$ cat src/rtl/tpsc_pkg.sv
// Package for the takeover packet steering classifier.
// Types, codes and field widths shared by the range cells and the top level.
// No dependencies.
package tpsc_pkg;

  localparam int unsigned MAC_W      = 48;
  localparam int unsigned PORT_W     = 16;
  localparam int unsigned LEN_W      = 16;
  localparam int unsigned PROTO_W    = 8;
  localparam int unsigned IDX_W      = 3;
  localparam int unsigned CMP_W      = 8;   // width used to compare cell positions
  localparam int unsigned IN_DATA_W  = 208;
  localparam int unsigned OUT_DATA_W = 72;
  localparam int unsigned APB_DATA_W = 64;
  localparam int unsigned APB_ADDR_W = 6;

  localparam logic [1:0]         MODE_STEER = 2'd2;
  localparam logic [PROTO_W-1:0] PROTO_TCP  = 8'd6;
  localparam logic [PROTO_W-1:0] PROTO_UDP  = 8'd17;

  typedef enum logic [1:0] {
    ACT_DROP    = 2'd0,
    ACT_ATTACK  = 2'd1,
    ACT_FWD     = 2'd2,
    ACT_FWD_RST = 2'd3
  } action_e;

  typedef enum logic {
    OP_CLASSIFY = 1'b0,
    OP_WRITE    = 1'b1
  } opcode_e;

  typedef enum logic [2:0] {
    REG_MODE         = 3'd0,
    REG_SNIFF_MAC    = 3'd1,
    REG_OWN_MAC      = 3'd2,
    REG_TAKEOVER_MAC = 3'd3,
    REG_RANGE_COUNT  = 3'd4
  } reg_e;

  // Token that walks the cell chain: ports under test and hit flags so far.
  typedef struct packed {
    logic              valid;
    logic [PORT_W-1:0] sport;
    logic [PORT_W-1:0] dport;
    logic              hit_s;
    logic              hit_d;
  } tok_t;

endpackage

$ cat src/rtl/tpsc_cell.sv
// One port range cell of the classifier chain.
// Holds one range entry and tests the passing token against it. Uses tpsc_pkg.
module tpsc_cell
  import tpsc_pkg::*;
(
  input  logic              clk_i,
  input  logic              rst_ni,
  input  logic              wr_en_i,
  input  logic [PORT_W-1:0] wr_begin_i,
  input  logic [PORT_W-1:0] wr_end_i,
  input  logic              active_i,
  input  tok_t              tok_i,
  output tok_t              tok_o
);

  logic [PORT_W-1:0] begin_q;
  logic [PORT_W-1:0] end_q;
  tok_t              tok_d;
  tok_t              tok_q;

  // entry contents are undefined until written
  always_ff @(posedge clk_i) begin
    if (wr_en_i) begin
      begin_q <= wr_begin_i;
      end_q   <= wr_end_i;
    end
  end

  // begin > end matches nothing by construction
  always_comb begin
    tok_d       = tok_i;
    tok_d.hit_s = tok_i.hit_s | (active_i && tok_i.sport >= begin_q && tok_i.sport <= end_q);
    tok_d.hit_d = tok_i.hit_d | (active_i && tok_i.dport >= begin_q && tok_i.dport <= end_q);
  end

  always_ff @(posedge clk_i or negedge rst_ni) begin
    if (!rst_ni) begin
      tok_q <= '0;
    end else begin
      tok_q <= tok_d;
    end
  end

  assign tok_o = tok_q;

endmodule

$ cat src/rtl/takeover_packet_steering_classifier.sv
// Takeover packet steering classifier, top level. Uses tpsc_pkg and tpsc_cell.
// Path of a classify transfer: one register per range cell, then the decision register
// (hit flags and done), then the output register, which loads once the output is free.
// Input is held off while a classify is in flight until its results are all loaded, two
// for a swapped reset; a range write is taken whenever no classify is busy.
// Reset: async active low; config registers clear to 0, range entries are undefined.
module takeover_packet_steering_classifier
  import tpsc_pkg::*;
#(
  parameter int unsigned RANGES = 8
) (
  input  logic                  clk_i,
  input  logic                  rst_ni,
  // input stream
  input  logic                  s_axis_tvalid_i,
  output logic                  s_axis_tready_o,
  // tdata, low bit up: entry_index[3], range_begin[16], range_end[16], dest_mac[48],
  // source_mac[48], ip_protocol[8], source_port[16], dest_port[16], reset_flag[1],
  // ip_total_len[16], captured_len[16], zero pad[4]
  input  logic [IN_DATA_W-1:0]  s_axis_tdata_i,
  // tuser: opcode[1]
  input  logic                  s_axis_tuser_i,
  // result stream
  output logic                  m_axis_tvalid_o,
  input  logic                  m_axis_tready_i,
  // tdata, low bit up: action[2], forward_src_mac[48], out_len[16], zero pad[6]
  output logic [OUT_DATA_W-1:0] m_axis_tdata_o,
  output logic                  m_axis_tlast_o,
  // configuration port
  input  logic                  psel,
  input  logic                  penable,
  input  logic                  pwrite,
  input  logic [APB_ADDR_W-1:0] paddr,
  input  logic [APB_DATA_W-1:0] pwdata,
  output logic [APB_DATA_W-1:0] prdata,
  output logic                  pready
);

  // ---------------------------------------------------------------- config
  logic [1:0]       mode_q;
  logic [MAC_W-1:0] sniff_mac_q;
  logic [MAC_W-1:0] own_mac_q;
  logic [MAC_W-1:0] takeover_mac_q;
  logic [3:0]       range_count_q;
  logic             cfg_we;
  reg_e             cfg_sel;

  assign pready  = 1'b1;
  assign cfg_we  = psel & penable & pwrite & pready;
  assign cfg_sel = reg_e'(paddr[5:3]);   // 8-byte register slots

  always_ff @(posedge clk_i or negedge rst_ni) begin
    if (!rst_ni) begin
      mode_q         <= '0;
      sniff_mac_q    <= '0;
      own_mac_q      <= '0;
      takeover_mac_q <= '0;
      range_count_q  <= '0;
    end else if (cfg_we) begin
      unique case (cfg_sel)
        REG_MODE:         mode_q         <= pwdata[1:0];
        REG_SNIFF_MAC:    sniff_mac_q    <= pwdata[MAC_W-1:0];
        REG_OWN_MAC:      own_mac_q      <= pwdata[MAC_W-1:0];
        REG_TAKEOVER_MAC: takeover_mac_q <= pwdata[MAC_W-1:0];
        REG_RANGE_COUNT:  range_count_q  <= pwdata[3:0];
        default: ;
      endcase
    end
  end

  always_comb begin
    unique case (cfg_sel)
      REG_MODE:         prdata = {62'd0, mode_q};
      REG_SNIFF_MAC:    prdata = {16'd0, sniff_mac_q};
      REG_OWN_MAC:      prdata = {16'd0, own_mac_q};
      REG_TAKEOVER_MAC: prdata = {16'd0, takeover_mac_q};
      REG_RANGE_COUNT:  prdata = {60'd0, range_count_q};
      default:          prdata = '0;
    endcase
  end

  // ---------------------------------------------------------------- input fields
  logic [IDX_W-1:0]   in_index;
  logic [PORT_W-1:0]  in_begin;
  logic [PORT_W-1:0]  in_end;
  logic [MAC_W-1:0]   in_dmac;
  logic [MAC_W-1:0]   in_smac;
  logic [PROTO_W-1:0] in_proto;
  logic [PORT_W-1:0]  in_sport;
  logic [PORT_W-1:0]  in_dport;
  logic               in_rst;
  logic [LEN_W-1:0]   in_iplen;
  logic [LEN_W-1:0]   in_caplen;

  assign in_index  = s_axis_tdata_i[2:0];
  assign in_begin  = s_axis_tdata_i[18:3];
  assign in_end    = s_axis_tdata_i[34:19];
  assign in_dmac   = s_axis_tdata_i[82:35];
  assign in_smac   = s_axis_tdata_i[130:83];
  assign in_proto  = s_axis_tdata_i[138:131];
  assign in_sport  = s_axis_tdata_i[154:139];
  assign in_dport  = s_axis_tdata_i[170:155];
  assign in_rst    = s_axis_tdata_i[171];
  assign in_iplen  = s_axis_tdata_i[187:172];
  assign in_caplen = s_axis_tdata_i[203:188];

  // ---------------------------------------------------------------- control
  logic busy_q;     // a classify is in the chain or its results are not all loaded
  logic done_q;     // token has left the chain, decision pending
  logic phase_q;    // first of two results loaded, second still to load
  logic out_valid_q;
  logic s_acc;
  logic acc_classify;
  logic acc_write;
  logic out_free;

  assign s_axis_tready_o = ~busy_q;
  assign s_acc        = s_axis_tvalid_i & ~busy_q;
  assign acc_classify = s_acc & (opcode_e'(s_axis_tuser_i) == OP_CLASSIFY);
  assign acc_write    = s_acc & (opcode_e'(s_axis_tuser_i) == OP_WRITE);
  assign out_free     = ~out_valid_q | m_axis_tready_i;

  // ---------------------------------------------------------------- cell chain
  tok_t chain [RANGES+1];

  always_comb begin
    chain[0]       = '0;
    chain[0].valid = acc_classify;
    chain[0].sport = in_sport;
    chain[0].dport = in_dport;
  end

  for (genvar g = 0; g < RANGES; g++) begin : g_cell
    logic cell_we;
    logic cell_active;

    // writes beyond RANGES hit no cell; a count above RANGES enables every cell
    assign cell_we     = acc_write && ({{(CMP_W-IDX_W){1'b0}}, in_index} == CMP_W'(g));
    assign cell_active = {{(CMP_W-4){1'b0}}, range_count_q} > CMP_W'(g);

    tpsc_cell u_cell (
      .clk_i      (clk_i),
      .rst_ni     (rst_ni),
      .wr_en_i    (cell_we),
      .wr_begin_i (in_begin),
      .wr_end_i   (in_end),
      .active_i   (cell_active),
      .tok_i      (chain[g]),
      .tok_o      (chain[g+1])
    );
  end

  // ---------------------------------------------------------------- packet hold
  logic [MAC_W-1:0]   pkt_dmac_q;
  logic [MAC_W-1:0]   pkt_smac_q;
  logic [PROTO_W-1:0] pkt_proto_q;
  logic               pkt_rst_q;
  logic [LEN_W-1:0]   pkt_len_q;
  logic               hit_s_q;
  logic               hit_d_q;

  always_ff @(posedge clk_i) begin
    if (acc_classify) begin
      pkt_dmac_q  <= in_dmac;
      pkt_smac_q  <= in_smac;
      pkt_proto_q <= in_proto;
      pkt_rst_q   <= in_rst;
      pkt_len_q   <= (in_iplen > in_caplen) ? in_caplen : in_iplen;
    end
    if (chain[RANGES].valid) begin
      hit_s_q <= chain[RANGES].hit_s;
      hit_d_q <= chain[RANGES].hit_d;
    end
  end

  // ---------------------------------------------------------------- decision
  action_e          dec_act;
  logic [MAC_W-1:0] dec_mac;
  logic             dec_two;
  logic             is_tcp;
  logic             is_tu;

  assign is_tcp = pkt_proto_q == PROTO_TCP;
  assign is_tu  = is_tcp | (pkt_proto_q == PROTO_UDP);

  always_comb begin
    dec_act = ACT_ATTACK;
    dec_mac = '0;
    dec_two = 1'b0;
    if (mode_q == MODE_STEER) begin
      if (pkt_dmac_q == sniff_mac_q) begin
        // sniff rules take priority when both MACs match
        if (is_tu && !hit_d_q) begin
          dec_act = ACT_DROP;
        end else if (is_tcp && pkt_rst_q) begin
          dec_act = ACT_FWD_RST;
          dec_mac = own_mac_q;
          dec_two = 1'b1;
        end
      end else if (pkt_dmac_q == own_mac_q) begin
        if (is_tu && hit_s_q) begin
          dec_act = ACT_DROP;
        end else begin
          dec_act = ACT_FWD;
          dec_mac = pkt_smac_q;
        end
      end
    end
  end

  // ---------------------------------------------------------------- output register
  action_e          out_act_q;
  logic [MAC_W-1:0] out_mac_q;
  logic [LEN_W-1:0] out_len_q;
  logic             out_last_q;
  logic             load;

  assign load = done_q & out_free;

  always_ff @(posedge clk_i or negedge rst_ni) begin
    if (!rst_ni) begin
      busy_q      <= 1'b0;
      done_q      <= 1'b0;
      phase_q     <= 1'b0;
      out_valid_q <= 1'b0;
    end else begin
      if (acc_classify) begin
        busy_q <= 1'b1;
      end
      if (chain[RANGES].valid) begin
        done_q <= 1'b1;
      end
      if (load) begin
        out_valid_q <= 1'b1;
        if (!phase_q && dec_two) begin
          phase_q <= 1'b1;
        end else begin
          phase_q <= 1'b0;
          done_q  <= 1'b0;
          busy_q  <= 1'b0;
        end
      end else if (m_axis_tready_i) begin
        out_valid_q <= 1'b0;
      end
    end
  end

  always_ff @(posedge clk_i) begin
    if (load) begin
      out_len_q <= pkt_len_q;
      if (phase_q) begin
        // second transfer of a swapped reset: hand on to the attack path
        out_act_q  <= ACT_ATTACK;
        out_mac_q  <= '0;
        out_last_q <= 1'b1;
      end else begin
        out_act_q  <= dec_act;
        out_mac_q  <= dec_mac;
        out_last_q <= ~dec_two;
      end
    end
  end

  assign m_axis_tvalid_o = out_valid_q;
  assign m_axis_tdata_o  = {6'd0, out_len_q, out_mac_q, out_act_q};
  assign m_axis_tlast_o  = out_last_q;

`ifndef SYNTHESIS
  a_done_busy: assert property (@(posedge clk_i) disable iff (!rst_ni)
    done_q |-> busy_q)
    else $error("decision pending while input side is open");

  a_phase_done: assert property (@(posedge clk_i) disable iff (!rst_ni)
    phase_q |-> done_q)
    else $error("second result pending without a decision");

  a_rst_pair: assert property (@(posedge clk_i) disable iff (!rst_ni)
    (out_valid_q && out_act_q == ACT_FWD_RST && m_axis_tready_i)
    |=> (out_valid_q && out_act_q == ACT_ATTACK && out_last_q))
    else $error("swapped reset not followed by its attack path transfer");
`endif

endmodule

$ cat config.mk
export PLATFORM = sky130hd
export DESIGN_NAME = takeover_packet_steering_classifier
export DESIGN_NICKNAME = d
export VERILOG_FILES = /design/src/rtl/tpsc_pkg.sv /design/src/rtl/tpsc_cell.sv /design/src/rtl/takeover_packet_steering_classifier.sv
export SDC_FILE = /design/constraint.sdc
export NUM_CORES = 1
export LEC_CHECK = 0
export BUFFER_PORTS_ARGS = -buffer_cell sky130_fd_sc_hd__buf_2
export CAP_MARGIN = 20
export CORE_MARGIN = 3
export CORE_UTILIZATION = 50
export DETAILED_ROUTE_END_ITERATION = 8
export HOLD_SLACK_MARGIN = 0.08
export PLACE_DENSITY_LB_ADDON = 0.2
export SLEW_MARGIN = 20
export SYNTH_ARGS = -nofsm -noshare
export SYNTH_HDL_FRONTEND = slang
export SYNTH_SLANG_ARGS = --single-unit
$ cat constraint.sdc
create_clock -name clk_i -period 20 [get_ports clk_i]
set_input_delay 5 -clock clk_i [delete_from_list [all_inputs] [get_ports clk_i]]
set_output_delay 5 -clock clk_i [all_outputs]
set_load 0.02 [all_outputs]
==> impl_results.md, run 1 <==
- Status: finished, final reports clean
- Proportion of power drawn by flip-flops and latches: 0.473
- CTS Buf Count: 92
- Fillers: 6,591
- Vias in the first global route: approximately 28,000
- Worst vdd ir: between 60 and 70 uV
- Crit Path Class: input port to output port
- Part of the cycle the worst path needs: 0.609
- Most common cell after layout, fill and taps aside: ha_1
- Placeable Area: slightly above 80,000 um^2
- Max-cap violations: 0
- DRT Pass-1 Iters: 7
- Fmax: roughly 80 MHz
- Post-CTS Resized: 0
- Worst Hold Slack: roughly 0.35 ns
- Die area: 85,600 um^2
- Logic pwr share: 0.131
- Die height: 293 um
- Mean post-synth cell area: 13.2 um^2
- Drt total wl: 109,000 um
- DR iter-0 viols: between 1,000 and 1,500
- Clock-pin slew on the worst setup and hold paths: 0.06 ns
- Vias per cell: 5.61
- Share of the yosys chip area belonging to registers: 0.571
- Layout area overhead: 15.6%
- Req. time, crit path: 15.00 ns
- Net Sw Power: around 1.2 mW
- Post-layout util: 0.587
- Clk sinks: 848
- Commonest cells after routing, fill and taps aside: ha_1 (528), edfxtp_1 (446), dfrtp_1 (402)
- Post-CTS setup buffers: 0
- Slew @ Worst Pin: 1.17 ns
- CTS Root Cell: clkbuf_16
- HP Class: flop to flop
- Clk pwr share: 0.395
- Worst Path Max Fanout: 32
- Setup TNS: 0 ns
- Async SR Flop Fraction: 0.474
- RSZ-0062 raised after global routing: false
- H-tree depth: 3
- Routed Antenna Nets: 0
- Share of layout cells above drive strength 1: 0.215
- Internal: about 3.3 mW
- Worst-Skew Late Latency: about 0.67 ns
- Routability cong.: about 0.9
- Ports: 426
- CP Launch Type: input port
- Post-DP Area: between 40,000 and 50,000 um^2
- Total power: 4.54 mW
- Cell Area, Synth: ~40,000 um^2
- Final setup violating endpoints: 0
- Leak Pwr: 21.3 nW
- Hold buffer count at CTS: 0
- Wire length per cell: 23.1 um
- Row cnt: ~100
- Max_slew headroom: 0.213
- Slew Limit Fails: 0
- NumNets Final: 4,361
- Syn Inst Count: 3,112
- Starting Density: 0.508
- Synth unique cells: 56
- Clk buf depth: 3
- Post-synth EDFFs: between 400 and 500
- DP Wirelength: 82,500 um
- Largest net degree at the start of global routing: 168
- Hold Violations, Final: 0
- Ys flop type: edfxtp_1
- Vias: 26,400
- TritonCTS clock tree: built
- Worst Path Arrival: 7.18 ns
- Fin area: 47,500 um^2
- First-pass GRT wire length: 163,000 um
- Die X: 293 um
- IO buf count: 379
- Remaining DRCs: 0
- Synthesis Warnings: 0
- Switching Share: 0.262
- #FFs+latches synth: 848
- Initial antenna violation count: 10
- Pwr Density: 95.5 nW/um^2
- Worst clock skew: 0.0414 ns
- Minimum clock period after layout: 12.18 ns
- Remaining global-route overflow: 0
- Worst Setup End Kind: output port
- All-Layer GR Usage: 0.252
-- cell usage after synthesis (all sizes together), types with 9 or more instances --
library cell,n,area share
a32oi,10,0.0021
clkbuf,30,0.0027
nor4,16,0.0028
a21oi,159,0.019
nor2b,27,0.0041
o21ai,82,0.010
nand2,84,0.0077
nand4,100,0.015
dfrtp,402,0.24
o31ai,9,0.0016
a31o,49,0.010
buf,55,0.0081
ha,528,0.16
nor3,23,0.0028
o2111ai,15,0.0032
nor2,129,0.012
inv,291,0.027
a41oi,9,0.0019
o211ai,12,0.0022
a22oi,59,0.011
a211oi,27,0.0051
xnor2,96,0.020
mux2,212,0.058
and3,54,0.0082
a2111oi,19,0.0041
nand2b,21,0.0032
a21o,53,0.0097
o21a,15,0.0027
edfxtp,446,0.33
nand3,29,0.0035
-- per-layer routing --
| metal | up-vias | part of all wire | GRT usage |
|---|---|---|---|
| li1 | 12400 | - | - |
| met1 | 13100 | 0.39 | 0.297 |
| met2 | 672 | 0.51 | 0.452 |
| met3 | 211 | 0.043 | 0.0350 |
| met4 | 2 | 0.054 | 0.127 |
| met5 | - | 0.000092 | 0 |
-- critical path, stage by stage --
cell and delay (ns):
buf_2 0.54, buf_4 0.57, nor2b_1 0.33, a22oi_1 0.13, o22ai_1 0.33, buf_2 0.24
-- registers in the layout (all words and copies together), names as in the netlist, 2 cells and up --
signal / cells
g_cell.u_cell.tok_o: 248
g_cell.u_cell.begin_q: 128
g_cell.u_cell.end_q: 128
out_mac_q: 48
own_mac_q: 48
pkt_dmac_q: 48
pkt_smac_q: 48
sniff_mac_q: 48
takeover_mac_q: 48
out_len_q: 16
pkt_len_q: 16
pkt_proto_q: 8
range_count_q: 4
mode_q: 2
out_act_q: 2
-- cell families after synthesis --
group / Yosys count / synth area share
AND/OR/NAND/NOR: 499 / 0.0626
adder cells (fa/ha/maj): 528 / 0.161
multiplexers: 214 / 0.0586
XOR/XNOR: 96 / 0.0205
flip-flops: 848 / 0.571
buffers and inverters: 376 / 0.0374
AO/OA/AOI/OAI: 549 / 0.0891
other: 2 / 0.000183
-- power by group through the flow --
stage,clock (mW),sequential [mW],combinational [mW]
4_1_cts,1.83,2.15,0.603
6_report,1.79,2.15,0.596
2_1_floorplan,0,2.19,0.326
3_3_place_gp,0,2.18,0.591
3_5_place_dp,0,2.18,0.599
5_1_grt,1.90,2.17,0.651
-- worst paths after layout --
check                                                 from                         end  slack [ns]  depth (start not counted)
worst max-delay path                              paddr[3]                   prdata[2]        7.82                          6
worst min-delay path            g_cell[2].u_cell.tok_o[34]  g_cell[3].u_cell.tok_o[34]        0.35                          0
worst max register to register              pkt_dmac_q[25]                out_act_q[1]       16.48                          7
worst min register to register  g_cell[2].u_cell.tok_o[34]  g_cell[3].u_cell.tok_o[34]        0.35                          0
max in group asynchronous                           rst_ni  g_cell[0].u_cell.tok_o[22]       13.64                          3
min in group asynchronous                           rst_ni             sniff_mac_q[13]        4.37                          1
-- layout make-up --
cell class | count | area, um^2 | area share
flip-flops and latches | 848 | 23500 | 0.494
multi-input cells | 1909 | 16200 | 0.342
clock buffers | 125 | 2560 | 0.0539
repair buffers | 405 | 2120 | 0.0446
well taps | 1060 | 1330 | 0.0279
inverters | 291 | 1090 | 0.0230
clock inverters | 48 | 676 | 0.0142
diodes | 16 | 40.0 | 0.000843
-- through the flow --
| step | std cells | setup slack [ns] |
|---|---|---|
| 2_1_floorplan | 3133 | 5.17 |
| 3_3_place_gp | 4513 | 7.88 |
| 3_5_place_dp | 4513 | 7.86 |
| 4_1_cts | 4686 | 7.86 |
| 5_1_grt | 4694 | 7.77 |
| 6_report | 4702 | 7.82 |
No activity file was read; power rests on OpenSTA's default activity.
==> inputs of run 2 (changes only) <==
ABC_AREA = 1   (was not set)
clock period = 10.1 ns   (was 20 ns; I/O delays follow)
==> run 2 against run 1 <==
Against the previous run:
- cell area rose by 1.4%
- cell count rose by 19%
- highest routed layer unchanged
- die area rose by 1.9%
- clock power rose by 91%
- largest power group unchanged
- wire length barely moved
- count of clock-buffer cells in the layout did not move
- utilization fell by 0.29 points
- first-iteration DRC count rose by 44%
- register-to-register slack got worse by 9.2 ns
- synthesized cell count rose by 28%
- largest cell class unchanged
==> impl_results.md, run 2 <==
- Req. time, crit path: 7.58 ns (-7.42 ns)
- Setup TNS: 0 ns (unchanged)
- Remaining global-route overflow: 0 (unchanged)
- H-tree depth: 3 (unchanged)
- TritonCTS clock tree: built
- Fin area: 48,200 um^2 (+1.4%)
- Hold buffer count at CTS: 0 (unchanged)
- Crit-path cells: buf_2 -> inv_1 -> nor3_4 -> buf_4 -> a22oi_1 -> o21ai_0 -> buf_2
- Max_slew headroom: 0.283 (+0.0698)
- Slew Limit Fails: 0 (unchanged)
- Part of the cycle the worst path needs: 0.687
- CTS Buf Count: 90 (-2.2%)
- Cell Area, Synth: 41,900 um^2 (+2.0%)
- Worst Setup End Kind: output port
- Worst Hold Slack: 0.346 ns (-0.000429 ns)
- Mean post-synth cell area: 10.5 um^2 (-21%)
- CP delay by family, top: buffers and inverters
- Layout area overhead: 15.0%
- IO buf count: 379 (unchanged)
- Register area: 23,500 um^2 (unchanged)
- Syn Inst Count: 3,995 (+28%)
- Share of layout cells above drive strength 1: 0.127 (-0.0882)
- Vias: 29,600 (+12%)
- Clk buf depth: 3 (unchanged)
- Drt total wl: 109,000 um (about the same)
- Synthesis Warnings: 0 (unchanged)
- Vias per cell: 5.30 (-5.6%)
- Placeable Area: 82,500 um^2 (+1.9%)
- Worst Path Max Fanout: 35 (+9.4%)
- #FFs+latches synth: 848 (unchanged)
- Fmax: 144 MHz
- Most common cell after layout, fill and taps aside: nand2_1
- Max reg flops: 248 (unchanged)
- Switching Share: 0.268 (+0.00642)
- Die area: 87,300 um^2 (+1.9%)
- Slew @ Worst Pin: 1.08 ns (-0.0940 ns)
- Vias in the first global route: 29,300 (+5.9%)
- Remaining DRCs: 0 (unchanged)
- Leak Pwr: 22.9 nW (+7.6%)
- Post-layout util: 0.584 (-0.00291)
- DP Wirelength: 82,200 um (-0.39%)
- Top cells by area, synth: edfxtp_1 (32%), dfrtp_1 (24%), ha_1 (16%)
- Crit Path Class: input port to output port
- Synth unique cells: 38 (-32%)
- Logic pwr share: 0.128 (-0.003)
- CP max stage delay: 0.56 ns (about the same)
- Proportion of power drawn by flip-flops and latches: 0.484 (+0.011)
- Pwr Density: 182 nW/um^2 (+91%)
- Post-CTS Resized: 0 (unchanged)
- Internal: 6.42 mW (+92%)
- All-Layer GR Usage: 0.247 (-0.00529)
- Top cells by count, synth: nand2_1 (834), ha_1 (528), inv_1 (520)
- Largest net degree at the start of global routing: 147 (-13%)
- DR iter-0 viols: 1,963 (+44%)
- Worst vdd ir: 176 uV (+150%)
- Net Sw Power: 2.35 mW (+98%)
- Ys flop type: edfxtp_1
- Worst clock skew: 0.0253 ns (-0.0162 ns)
- Clk pwr share: 0.388 (-0.007)
- Most frequent cell on the critical path: buf_2
- Minimum clock period after layout: 6.94 ns
- Hold Violations, Final: 0 (unchanged)
- Post-synth EDFFs: 446 (unchanged)
- Ports: 426 (unchanged)
- Initial antenna violation count: 26 (+16)
- Post-DP Area: 45,000 um^2 (+1.7%)
- Row cnt: 105 (+0.96%)
- Async SR Flop Fraction: 0.474 (unchanged)
- Wire length per cell: 19.5 um (-16%)
- NumNets Final: 5,223 (+20%)
- Fillers: 7,005 (+6.3%)
- Slowest stage cell, crit path: buf_4
- Status: finished, final reports clean
- Multi-input gate area in the final layout: 16,100 um^2 (-0.59%)
- Min setup slack post-route: 3.16 ns (-4.66 ns)
- DRT Pass-1 Iters: 5 (-2)
- HP Class: flop to flop
- Max-cap violations: 0 (unchanged)
- Synth area leader: edfxtp_1
- Clk sinks: 848 (unchanged)
- Commonest cells after routing, fill and taps aside: nand2_1 (833), ha_1 (528), inv_1 (520)
- Routed Antenna Nets: 0 (unchanged)
- Share of the yosys chip area belonging to registers: 0.560 (-0.0111)
- Die height: 295 um (+0.97%)
- Worst-Skew Late Latency: 0.64 ns (-0.03 ns)
- CP Launch Type: input port
- Post-CTS setup buffers: 0 (unchanged)
- Worst Path Arrival: 4.41 ns (-2.77 ns)
- Clock-pin slew on the worst setup and hold paths: 0.06 ns (about the same)
- First-pass GRT wire length: 164,000 um (+0.67%)
- Die X: 295 um (+0.97%)
- Area share of the largest cell type after synthesis: 0.320 (-0.00634)
- Worst Path Buf+Inv: 4 (+1)
- RSZ-0062 raised after global routing: false
- Starting Density: 0.508 (about the same)
- Pre-CTS WS: 3.17 ns (-4.69 ns)
- Routability cong.: 0.879 (-2.3%)
- Final setup violating endpoints: 0 (unchanged)
- Most frequent cell after synthesis: nand2_1
- CTS Root Cell: clkbuf_16
[run 2: cell types whose count changed in the layout (fill, tap and decap cells not counted), moves of 52 or more]
cell | before | now
nand2_1 | 84 | 833
inv_1 | 290 | 520
mux2_2 | 212 | 0
o21ai_0 | 80 | 228
nand3_1 | 27 | 127
a21oi_1 | 159 | 251
nor2_1 | 122 | 192
and3_1 | 54 | 2
[run 2: worst paths after layout]
check / from / slack (ns) / cells after the start / end
setup / recovery: paddr[3] / 3.16 / 7 / prdata[30]
hold / removal: g_cell[5].u_cell.tok_o[34] / 0.35 / 0 / g_cell[6].u_cell.tok_o[34]
setup reg to reg: pkt_dmac_q[30] / 7.28 / 12 / out_mac_q[46]
hold reg to reg: g_cell[5].u_cell.tok_o[34] / 0.35 / 0 / g_cell[6].u_cell.tok_o[34]
max in group asynchronous: rst_ni / 6.65 / 2 / own_mac_q[31]
min in group asynchronous: rst_ni / 1.97 / 1 / g_cell[0].u_cell.tok_o[21]
[run 2: logic make-up (layout without fill, tap and decap cells)]
| kind of cell | after synthesis | count (layout) | synth area share |
|---|---|---|---|
| AO/OA/AOI/OAI | 567 | 567 | 0.0707 |
| XOR/XNOR | 69 | 69 | 0.0144 |
| adder cells (fa/ha/maj) | 528 | 528 | 0.158 |
| buffers and inverters | 622 | 1092 | 0.0596 |
| flip-flops | 848 | 848 | 0.560 |
| other | 2 | 47 | 0.000179 |
| AND/OR/NAND/NOR | 1359 | 1359 | 0.138 |
[run 2: per-stage QoR]
step | power (mW) | cells
6_report | 8.78 | 5580
2_1_floorplan | 4.96 | 4016
3_3_place_gp | 5.40 | 5385
5_1_grt | 9.17 | 5570
3_5_place_dp | 5.43 | 5385
4_1_cts | 8.85 | 5554
[run 2: power groups by stage]
stage / logic, mW / registers, mW / clock network, mW
after detailed placement: 1.13 / 4.31 / 0
final: 1.12 / 4.24 / 3.41
after CTS: 1.13 / 4.24 / 3.47
after global placement: 1.10 / 4.30 / 0
after global routing: 1.27 / 4.28 / 3.62
after floorplan: 0.611 / 4.35 / 0
[run 2: metal layers]
layer | up-vias | global-route usage | part of all wire
met1 | 14100 | 0.334 | 0.44
met5 | - | 0 | 0.00070
met2 | 776 | 0.404 | 0.48
li1 | 14400 | - | -
met3 | 230 | 0.0361 | 0.051
met4 | 10 | 0.100 | 0.037
[run 2: final cells by class]
cell class | count | area share
Antenna cell | 24 | 0.00125
Clock buffer | 125 | 0.0544
Clock inverter | 44 | 0.00995
Inverter | 522 | 0.0407
Multi-Input combinational cell | 2546 | 0.335
Sequential cell | 848 | 0.487
Tap cell | 1070 | 0.0278
Timing Repair Buffer | 401 | 0.0442
